**config.mk**
```make
export PLATFORM = sky130hd
export DESIGN_NAME = bankers_request_safety_check
export DESIGN_NICKNAME = d
export VERILOG_FILES = /design/src/sv/brsc_pkg.sv /design/src/sv/brsc_ctrl.sv /design/src/sv/brsc_dp.sv /design/src/sv/bankers_request_safety_check.sv
export SDC_FILE = /design/constraint.sdc
export NUM_CORES = 1
export LEC_CHECK = 0
export ABC_CLOCK_PERIOD_IN_PS = 12200
export BUFFER_PORTS_ARGS = -buffer_cell sky130_fd_sc_hd__buf_2
export CORE_ASPECT_RATIO = 1.75
export CORE_UTILIZATION = 69
export CTS_CLUSTER_SIZE = 12
export DETAILED_ROUTE_END_ITERATION = 10
export GPL_TIMING_DRIVEN = 0
export PLACE_DENSITY = 0.86
export SLEW_MARGIN = 25
export SYNTH_ARGS = -nofsm -noshare
export SYNTH_HDL_FRONTEND = slang
export SYNTH_HIERARCHICAL = 1
export SYNTH_SLANG_ARGS = --single-unit
```
**constraint.sdc**
```tcl
create_clock -name clock -period 12.2 [get_ports clock]
set_input_delay 1.22 -clock clock [delete_from_list [all_inputs] [get_ports clock]]
set_output_delay 1.22 -clock clock [all_outputs]
set_load 0.1 [all_outputs]
```
**src/sv/brsc_pkg.sv**
```systemverilog
// Shared constants, command and status codes, and controller/datapath interface types.
package brsc_pkg;

   localparam int NUM_PROCS_DEF  = 8;
   localparam int NUM_RES_DEF    = 3;
   localparam int COUNT_BITS_DEF = 8;
   localparam int OUT_LIMIT      = 8;

   localparam logic [1:0] CMD_LOAD    = 2'd0;
   localparam logic [1:0] CMD_AVAIL   = 2'd1;
   localparam logic [1:0] CMD_REQUEST = 2'd2;
   localparam logic [1:0] CMD_CHECK   = 2'd3;

   localparam logic [2:0] ST_GRANTED    = 3'd0;
   localparam logic [2:0] ST_OVER_NEED  = 3'd1;
   localparam logic [2:0] ST_OVER_AVAIL = 3'd2;
   localparam logic [2:0] ST_UNSAFE_RB  = 3'd3;
   localparam logic [2:0] ST_SAFE       = 3'd4;
   localparam logic [2:0] ST_UNSAFE     = 3'd5;
   localparam logic [2:0] ST_LOADED     = 3'd6;
   localparam logic [2:0] ST_REJECTED   = 3'd7;

   typedef struct packed {
      logic       cap;
      logic       do_load;
      logic       do_avail;
      logic       do_grant;
      logic       do_rollback;
      logic       scan_init;
      logic       scan_step;
      logic       emit_rd;
      logic       out_load;
      logic       out_seq;
      logic [2:0] status;
   } ctl_type;

   typedef struct packed {
      logic [1:0] cmd;
      logic       load_ok;
      logic       avail_ok;
      logic       over_need;
      logic       over_avail;
      logic       scan_done;
      logic       scan_fail;
      logic       emit_last;
      logic       rsp_free;
   } sts_type;

endpackage

```
**src/sv/brsc_ctrl.sv**
```systemverilog
// Controller state machine sequencing decode, safety scan, rollback and result transfers.
module brsc_ctrl import brsc_pkg::*; (
   input  logic    clock,
   input  logic    reset,
   input  logic    req_valid,
   output logic    req_ready,
   input  sts_type sts,
   output ctl_type ctl
);

   localparam logic [2:0] S_IDLE      = 3'd0;
   localparam logic [2:0] S_DECODE    = 3'd1;
   localparam logic [2:0] S_SCAN_INIT = 3'd2;
   localparam logic [2:0] S_SCAN      = 3'd3;
   localparam logic [2:0] S_ROLLBACK  = 3'd4;
   localparam logic [2:0] S_RESP      = 3'd5;
   localparam logic [2:0] S_EMIT_RD   = 3'd6;
   localparam logic [2:0] S_EMIT_WR   = 3'd7;

   logic [2:0] state_ff, state_in;
   logic [2:0] stat_ff, stat_in;

   always_ff @(posedge clock) begin
      if (reset) begin
         state_ff <= S_IDLE;
         stat_ff  <= ST_GRANTED;
      end else begin
         state_ff <= state_in;
         stat_ff  <= stat_in;
      end
   end

   always_comb begin
      ctl        = '0;
      ctl.status = stat_ff;
      state_in   = state_ff;
      stat_in    = stat_ff;
      req_ready  = 1'b0;
      case (state_ff)
         S_IDLE: begin
            req_ready = 1'b1;
            if (req_valid) begin
               ctl.cap  = 1'b1;
               state_in = S_DECODE;
            end
         end
         S_DECODE: begin
            case (sts.cmd)
               CMD_LOAD: begin
                  ctl.do_load = 1'b1;
                  stat_in     = sts.load_ok ? ST_LOADED : ST_REJECTED;
                  state_in    = S_RESP;
               end
               CMD_AVAIL: begin
                  ctl.do_avail = 1'b1;
                  stat_in      = sts.avail_ok ? ST_LOADED : ST_REJECTED;
                  state_in     = S_RESP;
               end
               CMD_CHECK: begin
                  stat_in  = ST_SAFE;
                  state_in = S_SCAN_INIT;
               end
               default: begin
                  if (sts.over_need) begin
                     stat_in  = ST_OVER_NEED;
                     state_in = S_RESP;
                  end else if (sts.over_avail) begin
                     stat_in  = ST_OVER_AVAIL;
                     state_in = S_RESP;
                  end else begin
                     ctl.do_grant = 1'b1;
                     stat_in      = ST_GRANTED;
                     state_in     = S_SCAN_INIT;
                  end
               end
            endcase
         end
         S_SCAN_INIT: begin
            ctl.scan_init = 1'b1;
            state_in      = S_SCAN;
         end
         S_SCAN: begin
            ctl.scan_step = 1'b1;
            if (sts.scan_done) begin
               state_in = S_EMIT_RD;
            end else if (sts.scan_fail) begin
               if (stat_ff == ST_GRANTED) begin
                  stat_in  = ST_UNSAFE_RB;
                  state_in = S_ROLLBACK;
               end else begin
                  stat_in  = ST_UNSAFE;
                  state_in = S_RESP;
               end
            end
         end
         S_ROLLBACK: begin
            ctl.do_rollback = 1'b1;
            state_in        = S_RESP;
         end
         S_RESP: begin
            if (sts.rsp_free) begin
               ctl.out_load = 1'b1;
               state_in     = S_IDLE;
            end
         end
         S_EMIT_RD: begin
            ctl.emit_rd = 1'b1;
            state_in    = S_EMIT_WR;
         end
         S_EMIT_WR: begin
            if (sts.rsp_free) begin
               ctl.out_load = 1'b1;
               ctl.out_seq  = 1'b1;
               state_in     = sts.emit_last ? S_IDLE : S_EMIT_RD;
            end
         end
         default: state_in = S_IDLE;
      endcase
   end

endmodule

```
**src/sv/brsc_dp.sv**
```systemverilog
// Datapath: allocation/need tables, free counts, scan work vector, safe sequence, result register.
module brsc_dp import brsc_pkg::*; #(
   parameter int NUM_PROCS  = NUM_PROCS_DEF,
   parameter int NUM_RES    = NUM_RES_DEF,
   parameter int COUNT_BITS = COUNT_BITS_DEF
) (
   input  logic       clock,
   input  logic       reset,
   input  ctl_type    ctl,
   output sts_type    sts,
   input  logic [1:0] req_cmd,
   input  logic [2:0] req_process,
   input  logic [1:0] req_resource,
   input  logic [7:0] req_max_value,
   input  logic [7:0] req_alloc_value,
   input  logic [7:0] req_avail_value,
   input  logic [7:0] req_req_0,
   input  logic [7:0] req_req_1,
   input  logic [7:0] req_req_2,
   output logic       rsp_valid,
   input  logic       rsp_ready,
   output logic [2:0] rsp_status,
   output logic [2:0] rsp_seq_process,
   output logic       rsp_last
);

   localparam int PW   = $clog2(NUM_PROCS);
   localparam int RW   = (NUM_RES > 1) ? $clog2(NUM_RES) : 1;
   localparam int CNTW = $clog2(NUM_PROCS + 1);
   localparam int WW   = COUNT_BITS + CNTW;
   localparam int CW   = (COUNT_BITS > 8) ? COUNT_BITS : 8;
   localparam int NOUT = (NUM_PROCS < OUT_LIMIT) ? NUM_PROCS : OUT_LIMIT;
   localparam logic [CW-1:0] CNT_MAX = CW'((64'd1 << COUNT_BITS) - 64'd1);

   logic [COUNT_BITS-1:0] alloc_ff [NUM_PROCS][NUM_RES];
   logic [COUNT_BITS-1:0] need_ff  [NUM_PROCS][NUM_RES];
   logic [COUNT_BITS-1:0] avail_ff [NUM_RES];
   logic [WW-1:0]         work_ff  [NUM_RES];
   logic [NUM_PROCS-1:0]  fin_ff;
   logic [PW-1:0]         seq_mem  [NUM_PROCS];
   logic [PW-1:0]         rd_ff;
   logic [PW-1:0]         idx_ff;
   logic [CNTW-1:0]       count_ff;
   logic [CNTW-1:0]       k_ff;
   logic                  took_ff;

   logic [1:0] cmd_ff;
   logic [2:0] proc_ff;
   logic [1:0] res_ff;
   logic [7:0] max_ff, al_ff, av_ff;
   logic [7:0] reqv_ff [3];

   logic       rsp_valid_ff;
   logic [2:0] rsp_status_ff, rsp_seq_ff;
   logic       rsp_last_ff;

   logic [PW-1:0] cap_p;
   logic [RW-1:0] cap_r;
   logic          proc_ok, res_ok;
   logic          fits, take, pass_end;
   logic [CNTW-1:0] count_nx;

   assign cap_p   = PW'(proc_ff);
   assign cap_r   = RW'(res_ff);
   assign proc_ok = 32'(proc_ff) < NUM_PROCS;
   assign res_ok  = 32'(res_ff) < NUM_RES;

   always_comb begin
      sts            = '0;
      sts.cmd        = cmd_ff;
      sts.load_ok    = proc_ok && res_ok && (al_ff <= max_ff) && (CW'(max_ff) <= CNT_MAX);
      sts.avail_ok   = res_ok;
      sts.over_need  = !proc_ok;
      sts.over_avail = 1'b0;
      fits           = 1'b1;
      for (int j = 0; j < NUM_RES; j++) begin
         if (CW'(reqv_ff[j]) > CW'(need_ff[cap_p][j])) sts.over_need = 1'b1;
         if (CW'(reqv_ff[j]) > CW'(avail_ff[j]))       sts.over_avail = 1'b1;
         if (WW'(need_ff[idx_ff][j]) > work_ff[j])     fits = 1'b0;
      end
      take          = !fin_ff[idx_ff] && fits;
      count_nx      = count_ff + CNTW'(take);
      pass_end      = idx_ff == PW'(NUM_PROCS - 1);
      sts.scan_done = count_nx == CNTW'(NUM_PROCS);
      sts.scan_fail = pass_end && !(took_ff || take) && !sts.scan_done;
      sts.emit_last = k_ff == CNTW'(NOUT - 1);
      sts.rsp_free  = !rsp_valid_ff || rsp_ready;
   end

   // capture the accepted transfer
   always_ff @(posedge clock) begin
      if (ctl.cap) begin
         cmd_ff     <= req_cmd;
         proc_ff    <= req_process;
         res_ff     <= req_resource;
         max_ff     <= req_max_value;
         al_ff      <= req_alloc_value;
         av_ff      <= req_avail_value;
         reqv_ff[0] <= req_req_0;
         reqv_ff[1] <= req_req_1;
         reqv_ff[2] <= req_req_2;
      end
   end

   // tables and free counts
   always_ff @(posedge clock) begin
      if (reset) begin
         for (int i = 0; i < NUM_PROCS; i++) begin
            for (int j = 0; j < NUM_RES; j++) begin
               alloc_ff[i][j] <= '0;
               need_ff[i][j]  <= '0;
            end
         end
         for (int j = 0; j < NUM_RES; j++) avail_ff[j] <= '0;
      end else begin
         if (ctl.do_load && sts.load_ok) begin
            alloc_ff[cap_p][cap_r] <= COUNT_BITS'(al_ff);
            need_ff[cap_p][cap_r]  <= COUNT_BITS'(max_ff - al_ff);
         end
         if (ctl.do_avail && res_ok) begin
            avail_ff[cap_r] <= COUNT_BITS'((CW'(av_ff) > CNT_MAX) ? CNT_MAX : CW'(av_ff));
         end
         if (ctl.do_grant) begin
            for (int j = 0; j < NUM_RES; j++) begin
               avail_ff[j]        <= avail_ff[j] - COUNT_BITS'(reqv_ff[j]);
               alloc_ff[cap_p][j] <= alloc_ff[cap_p][j] + COUNT_BITS'(reqv_ff[j]);
               need_ff[cap_p][j]  <= need_ff[cap_p][j] - COUNT_BITS'(reqv_ff[j]);
            end
         end
         if (ctl.do_rollback) begin
            for (int j = 0; j < NUM_RES; j++) begin
               avail_ff[j]        <= avail_ff[j] + COUNT_BITS'(reqv_ff[j]);
               alloc_ff[cap_p][j] <= alloc_ff[cap_p][j] - COUNT_BITS'(reqv_ff[j]);
               need_ff[cap_p][j]  <= need_ff[cap_p][j] + COUNT_BITS'(reqv_ff[j]);
            end
         end
      end
   end

   // safety scan, one process per cycle
   always_ff @(posedge clock) begin
      if (reset) begin
         fin_ff   <= '0;
         idx_ff   <= '0;
         count_ff <= '0;
         took_ff  <= 1'b0;
         k_ff     <= '0;
         for (int j = 0; j < NUM_RES; j++) work_ff[j] <= '0;
      end else begin
         if (ctl.scan_init) begin
            fin_ff   <= '0;
            idx_ff   <= '0;
            count_ff <= '0;
            took_ff  <= 1'b0;
            k_ff     <= '0;
            for (int j = 0; j < NUM_RES; j++) work_ff[j] <= WW'(avail_ff[j]);
         end else if (ctl.scan_step) begin
            if (take) begin
               for (int j = 0; j < NUM_RES; j++) begin
                  work_ff[j] <= work_ff[j] + WW'(alloc_ff[idx_ff][j]);
               end
               fin_ff[idx_ff] <= 1'b1;
            end
            count_ff <= count_nx;
            idx_ff   <= pass_end ? '0 : idx_ff + PW'(1);
            took_ff  <= pass_end ? 1'b0 : (took_ff || take);
         end
         if (ctl.out_load && ctl.out_seq) k_ff <= k_ff + CNTW'(1);
      end
   end

   // safe sequence store
   always_ff @(posedge clock) begin
      if (ctl.scan_step && take) seq_mem[count_ff[PW-1:0]] <= idx_ff;
      if (ctl.emit_rd) rd_ff <= seq_mem[k_ff[PW-1:0]];
   end

   // result register
   always_ff @(posedge clock) begin
      if (reset) begin
         rsp_valid_ff <= 1'b0;
      end else if (ctl.out_load) begin
         rsp_valid_ff <= 1'b1;
      end else if (rsp_ready) begin
         rsp_valid_ff <= 1'b0;
      end
   end

   always_ff @(posedge clock) begin
      if (ctl.out_load) begin
         rsp_status_ff <= ctl.status;
         rsp_seq_ff    <= ctl.out_seq ? 3'(rd_ff) : 3'd0;
         rsp_last_ff   <= ctl.out_seq ? sts.emit_last : 1'b1;
      end
   end

   assign rsp_valid       = rsp_valid_ff;
   assign rsp_status      = rsp_status_ff;
   assign rsp_seq_process = rsp_seq_ff;
   assign rsp_last        = rsp_last_ff;

endmodule

```
**src/sv/bankers_request_safety_check.sv**
```systemverilog
// Top level of the banker's-algorithm request and safety checker.
//
//   channel  direction  handshake              payload
//   req_     in         req_valid / req_ready  cmd, process, resource, values, req_0..2
//   rsp_     out        rsp_valid / rsp_ready  status, seq_process, last
//
// Load and set-available pass through decode and the result state to the output transfer.
// A request or check runs a scan of one process per cycle, in up to NUM_PROCS passes
// over all processes; each sequence result is then read from the store and sent.
// Reset is synchronous and clears all tables, free counts and control state.
// A stalled rsp_ready holds the controller; one item is in work at a time.
module bankers_request_safety_check import brsc_pkg::*; #(
   parameter int NUM_PROCS  = NUM_PROCS_DEF,
   parameter int NUM_RES    = NUM_RES_DEF,
   parameter int COUNT_BITS = COUNT_BITS_DEF
) (
   input  logic       clock,
   input  logic       reset,
   input  logic       req_valid,
   output logic       req_ready,
   input  logic [1:0] req_cmd,
   input  logic [2:0] req_process,
   input  logic [1:0] req_resource,
   input  logic [7:0] req_max_value,
   input  logic [7:0] req_alloc_value,
   input  logic [7:0] req_avail_value,
   input  logic [7:0] req_req_0,
   input  logic [7:0] req_req_1,
   input  logic [7:0] req_req_2,
   output logic       rsp_valid,
   input  logic       rsp_ready,
   output logic [2:0] rsp_status,
   output logic [2:0] rsp_seq_process,
   output logic       rsp_last
);

   ctl_type ctl;
   sts_type sts;

   brsc_ctrl u_ctrl (
      .clock     (clock),
      .reset     (reset),
      .req_valid (req_valid),
      .req_ready (req_ready),
      .sts       (sts),
      .ctl       (ctl)
   );

   brsc_dp #(
      .NUM_PROCS  (NUM_PROCS),
      .NUM_RES    (NUM_RES),
      .COUNT_BITS (COUNT_BITS)
   ) u_dp (
      .clock           (clock),
      .reset           (reset),
      .ctl             (ctl),
      .sts             (sts),
      .req_cmd         (req_cmd),
      .req_process     (req_process),
      .req_resource    (req_resource),
      .req_max_value   (req_max_value),
      .req_alloc_value (req_alloc_value),
      .req_avail_value (req_avail_value),
      .req_req_0       (req_req_0),
      .req_req_1       (req_req_1),
      .req_req_2       (req_req_2),
      .rsp_valid       (rsp_valid),
      .rsp_ready       (rsp_ready),
      .rsp_status      (rsp_status),
      .rsp_seq_process (rsp_seq_process),
      .rsp_last        (rsp_last)
   );

endmodule

```
Word-level counts from Yosys, hierarchy flattened
Memories as Yosys holds them, arrays and structs flattened. A register that Yosys moved wholly into a read port is not among the register bits. Cells that the tools add are included.

Multiplexer cells: 208. Add/subtract/negate cells: 25. $lt $le $gt $ge: 17. Bitwise gates (word level): 110. Reduce and logical (&&, ||, !) cells: 32. Equal/unequal tests: 18.

Operators by type and width (number): 1-bit two-way mux (153); 24-bit two-way mux (5); 1-bit bitwise OR (108); 8-bit subtractor (10); 8-bit adder (9); 12-bit two-way mux (6); 8-bit two-way mux (9); 3-bit two-way mux (21); 8-bit greater-than comparator (6); 24-bit OR reduction (2); 12-bit by 8-bit adder with 12-bit output (3); 8-bit by 12-bit greater-than comparator with 1-bit output (3); 3-bit case mux with 8 select lines (1); 8-bit demux with 2-bit select (1); 3-bit equality test (second input constant) (5); 3-bit case mux with 2 select lines (2); 1-bit logical AND (11); 2-bit inequality test (second input constant) (5); 3-bit case mux with 3 select lines (1); 8-bit greater-than comparator (second input constant) (1); 8-bit less-or-equal comparator (1); 8-bit less-or-equal comparator (second input constant) (1); 2-bit two-way mux (4); 4-bit two-way mux (2); 31 further kinds (40).

Output and inout bits: 9. Logic and storage cells: 433. RAM bits: 492. Input bits: 59. Register bits after elaboration: 65. Memories kept: 6.

Memory list: u_dp.alloc_ff (words 8, width 24, rd ports 2, clocked after memory_dff 2, write ports 8, line brsc_dp.sv:35) `logic [COUNT_BITS-1:0] alloc_ff [NUM_PROCS][NUM_RES];`; u_dp.need_ff (words 8, width 24, rd ports 2, clocked after memory_dff 2, write ports 8, line brsc_dp.sv:36) `logic [COUNT_BITS-1:0] need_ff [NUM_PROCS][NUM_RES];`; u_dp.work_ff (words 3, width 12, rd ports 3, clocked after memory_dff 0, write ports 3, line brsc_dp.sv:38) `logic [WW-1:0] work_ff [NUM_RES];`; u_dp.avail_ff (words 3, width 8, rd ports 3, clocked after memory_dff 0, write ports 3, line brsc_dp.sv:37) `logic [COUNT_BITS-1:0] avail_ff [NUM_RES];`; u_dp.reqv_ff (words 3, width 8, rd ports 3, clocked after memory_dff 0, write ports 3, line brsc_dp.sv:51) `logic [7:0] reqv_ff [3];`; u_dp.seq_mem (words 8, width 3, rd ports 1, clocked after memory_dff 1, write ports 1, line brsc_dp.sv:40) `logic [PW-1:0] seq_mem [NUM_PROCS];`.

Longest topological paths before layout
An unclocked memory read counts as a cell.

Word-level depth: 17. Mapped depth: 26. Mapped depth without buffers: 20.

By module
The synthesis kept the hierarchy.

By module, submodules not included: brsc_dp (times used 1, cells an instance 2775, area each 34080.2 um2); brsc_ctrl (times used 1, cells an instance 73, area each 534.3 um2).

Least setup slack after synthesis
No wires, ideal clock.

Path type: register -> register. Start: register (tool-made name). End: memory u_dp/alloc_ff[7][0] (netlist bit) (enable). Buffers on the path: 4. Cell stages (with the launch flop): 22. Setup time: 0.375 ns. Clock period less this slack: 5.243 ns. Path slack: 6.957 ns. Data arrival time: 4.868 ns. Data required time: 11.825 ns. Cells stage by stage: dfxtp_1 clkbuf_1 buf_2 mux4_2 mux2_2 ha_1 clkbuf_1 a21o_1 a21oi_1 o21ai_0 nand3_1 a22oi_1 o21ai_0 nor2_1 nand2_1 nor3_1 nor2b_1 buf_2 nor2_2 nor2_1 a21oi_4 nand2b_1.

RTL lines (line): end, declared (brsc_dp.sv:35).

==> summary.md <==
| Metric | Value |
|---|---|
| Placed Cells | `3,578` |
| Reg-to-reg setup timing slack | `3.86 ns` |
| Cell count of the worst hold path | `2` |
| Detail-routed net length per standard cell | `34.38 um` |
| Clock network fraction of total power | `20.6%` |
| Initial DRT Pass Iterations | `7` |
| Setup repair after global routing missed its margin | `no` |
| Xor and xnor area share after synthesis | `1.887%` |
| Skew final | `0.05276 ns` |
| Hold Fails Final Rpt | `0` |
| Number of standard cells after synthesis | `2,848` |
| Most used flip-flop cell after synthesis | `edfxtp_1` |
| Final worst path period need | `8.344 ns` |
| Number of buffer and inverter instances along the worst setup path | `5` |
| PnR worst setup slack | `3.856 ns` |
| IR drop worst, VDD | `0.0001489 V` |
| Area of the core | `49,590 um^2` |
| Vias in the first global route | `27,640` |
| Signal arrival time at the worst endpoint | `8.65 ns` |
| Final critical-path share of the clock period | `68.40%` |
| TritonCTS clock tree | `done` |
| HPWL reported at the end of detailed placement | `90.77 mm` |
| CP Class | `reg2reg` |
| Compound-Gate Fraction of Synth Area | `9.857%` |
| CTS-repair resized insts | `0` |
| Largest area contributor in the synthesized netlist | `edfxtp_1` |
| Power dissipated by switching net loads | `3.270 mW` |
| Fraction of final layout cells with drive strength greater than 1 | `18.99%` |
| Sequential element share of the synthesized area | `48.15%` |
| Worst min-delay path class | `reg2reg` |
| Critical path required time | `12.51 ns` |
| CP top delay family | `buffers and inverters` |
| TritonCTS buffer count | `55` |
| DR vias | `27,530` |
| Total negative slack for setup checks | `0 ns` |
| Synth area leaders | `edfxtp_1 46%, mux4_2 13%, ha_1 7.1%` |
| Clock edge transition at the registers on the reported setup and hold paths | `0.06 ns` |
| Setup slack after placement | `4.429 ns` |
| Headroom to the max-slew limit | `19.01%` |
| Delay of the slowest cell on the worst path | `0.98 ns` |
| Leakage | `14.06 nW` |
| Remaining DRCs | `0` |
| Initial antenna violation count | `10` |
| Reg-to-reg critical path endpoint | `u_dp/alloc_ff[4][11]$_SDFFCE_PN0P_` |
| Max_cap viols | `0` |
| Top fanout value on the critical path | `10` |
| Share of the core filled with cells | `75.76%` |
| Highest attainable clock frequency | `0.1198 GHz` |
| Critical Path End Type | `flip-flop` |
| Avg Inst Size Synth | `12.15 um^2` |
| Critical path launch point type | `flip-flop` |
| Total count of max-transition violations in the final report | `0` |
| CTS hold repair buffers | `0` |
| Cell at the root of the clock tree | `clkbuf_16` |
| Yosys Warn Count | `6` |
| Switching part of the total | `41.82%` |
| Number of register bits inferred by synthesis | `566` |
| Internal power | `4.550 mW` |
| Total number of H-tree levels | `2` |
| Ys async rst share | `0%` |
| Post-route antenna net violation count | `0` |
| DRT iter0 DRCs | `3,947` |
| Total grt overflow | `0` |
| Number of different library cells in the post-synthesis netlist | `81` |
| Final RePlAce weighted congestion | `1.034` |
| Most frequent cell on the critical path | `nor2_1` |
| Final cell count without fillers | `3,681` |
| Setup Viol. Count Final | `0` |
| Number of clock sinks | `566` |
| Die width | `171.3 um` |
| Critical Path Stages | `23` |
| Number of placement rows | `108` |
| Synth Area in Simple Gates | `11.44%` |
| Actual slew at the worst max-slew pin | `1.215 ns` |
| Power per cell area | `208.1 nW/um^2` |
| Nets in the synthesized netlist | `3,125` |
| Pin count of the biggest net entering global routing | `38` |
| Status | `complete, no violations` |
| Syn Std Cell Area | `34,610 um^2` |
| Slowest CP cell | `a21oi_1` |
| Area delta synth->final | `8.549%` |
| Main combinational cell family by area after synthesis | `multiplexers` |
| Post-synth top cells | `533 x edfxtp_1, 533 x nor2_1, 196 x ha_1, 196 x mux4_2, 136 x inv_1` |
| Area of all placed cells without fillers | `37,570 um^2` |
| Sum of routed wire length over all layers | `126.6 mm` |
| Sequential group share of total power | `32.7%` |
| I/O pin total | `68` |
| Critical path endpoint | `u_dp/alloc_ff[4][11]$_SDFFCE_PN0P_` |
| Floorplan die height | `298.3 um` |
| Total of fill cells in the finished design | `3,045` |
| Top cell type's share of synthesized area | `46.24%` |
| Worst-Skew Late Latency | `0.63 ns` |
| Multiplexer area fraction after synthesis | `16.78%` |
| Combined global-route utilization of all metal layers | `50.41%` |
| Vias per Instance | `7.480` |
| Wire length of the first global-routing pass | `178.6 mm` |
| Number of enable-type register cells in the synthesized netlist | `533` |
| Area enclosed by the die boundary | `51,100 um^2` |
| Starting Density | `69.80%` |
| Number of buffer cells added on primary ports | `67` |
| Bufs on Longest Clock Path | `3` |
| Number of nets at the end of the flow | `3,256` |
| Number of cell instances on the worst register-to-register path | `23` |
| Adder-cell area share of the yosys netlist | `8.357%` |
| Combinational cell fraction of total power | `46.7%` |
| Setup fix buffers added after clock tree synthesis | `0` |
| Cell area after placement | `35,850 um^2` |
| Critical path, cell by cell | `clkbuf_1 -> buf_2 -> mux4_2 -> mux2_2 -> ha_1 -> clkbuf_1 -> a21o_1 -> a21oi_1 -> o21ai_0 -> nand3_1 -> a22oi_1 -> o21ai_0 -> nor2_1 -> nand2_1 -> nor3_1 -> nor2b_1 -> buf_2 -> clkbuf_1 -> nor2_1 -> a21oi_1 -> nor2_1 -> a21oi_1 -> nor2_1` |
cell usage in the layout, fill, tap and decap left out, types with 9 or more instances in the layout:
master	n
a21o_1	28
a21oi_1	130
a21oi_2	17
a21oi_4	10
a221oi_1	22
and2_1	10
buf_2	104
buf_4	15
buf_6	12
clkbuf_1	93
clkbuf_16	56
clkbuf_2	10
dfxtp_1	33
edfxtp_1	533
fa_1	22
ha_1	196
inv_1	136
mux2_2	81
mux2i_1	47
mux4_2	196
nand2_1	122
nand2b_1	54
nand3_1	24
nand4_1	16
nor2_1	533
nor2b_1	34
nor3_1	30
nor4_1	10
o211ai_1	9
o21a_1	15
o21ai_0	87
o21ai_1	18
o21bai_1	23
o221a_2	12
o221ai_1	11
o22ai_1	27
o31ai_1	17
xnor2_1	36
xor2_1	33
layout make-up:
class,instances,area (um^2),share of cell area (%)
Clock buffer,88,1531,4.076
Sequential cell,566,16670,44.36
Antenna cell,3,7.507,0.01998
Inverter,137,514.2,1.369
Clock inverter,8,101.3,0.2697
Buffer,138,721.9,1.921
Multi-Input combinational cell,2007,16790,44.68
Timing Repair Buffer,74,417.9,1.112
Tap cell,660,825.8,2.198
state kept, by name, summed over array words and instances, names as in the netlist, 24 cells and up, named ones only:
register / flops
u_dp/avail_ff: 24
u_dp/need_ff: 192
u_dp/work_ff: 36
u_dp/seq_mem: 24
u_dp/alloc_ff: 192
u_dp/reqv_ff: 24
per-stage QoR:
step / total power [mW] / hold WS [ns]
5_1_grt: 8.036 / 0.4796
2_1_floorplan: 4.900 / 0.4244
3_3_place_gp: 5.903 / 0.4356
4_1_cts: 7.622 / 0.4584
6_report: 7.820 / 0.4546
3_5_place_dp: 6.012 / 0.4417
power groups by stage:
stage	sequential, mW	combinational, mW	clock, mW
4_1_cts	2.54	3.48	1.60
6_report	2.56	3.65	1.61
3_5_place_dp	2.57	3.44	0
3_3_place_gp	2.56	3.34	0
5_1_grt	2.56	3.81	1.67
2_1_floorplan	2.51	2.39	0
routing by layer:
metal / track usage (%) / share of wire [%] / vias to the layer above
met3: 13.84 / 12 / 861
met2: 79.37 / 47 / 2667
met1: 52.99 / 29 / 13060
met5: 0.6917 / 0.031 / -
met4: 50.15 / 12 / 6
li1: - / - / 10940
worst min-delay path: stages (launching register included):
cell and delay (ns):
dfxtp_1 0.32, nand2_1 0.05, o31ai_1 0.05
worst min-delay path by stage:
stage,startpoint,end
6_report,u_dp/fin_ff[3]$_SDFFE_PP0P_,u_dp/fin_ff[3]$_SDFFE_PP0P_
5_1_grt,u_dp/fin_ff[3]$_SDFFE_PP0P_,u_dp/fin_ff[3]$_SDFFE_PP0P_
4_1_cts,u_dp/fin_ff[3]$_SDFFE_PP0P_,u_dp/fin_ff[3]$_SDFFE_PP0P_
3_5_place_dp,u_ctrl/stat_ff[0]$_SDFFE_PP0P_,u_dp/rsp_status[0]$_DFFE_PP_
3_3_place_gp,u_dp/fin_ff[5]$_SDFFE_PP0P_,u_dp/fin_ff[5]$_SDFFE_PP0P_
2_1_floorplan,u_dp/fin_ff[0]$_SDFFE_PP0P_,u_dp/fin_ff[0]$_SDFFE_PP0P_
kinds of logic after synthesis:
family / Yosys count
XOR/XNOR: 72
multiplexers: 325
adder cells (fa/ha/maj): 218
AND/OR/NAND/NOR: 894
flip-flops: 566
AO/OA/AOI/OAI: 498
buffers and inverters: 275
No activity file was read; power rests on OpenSTA's default activity.
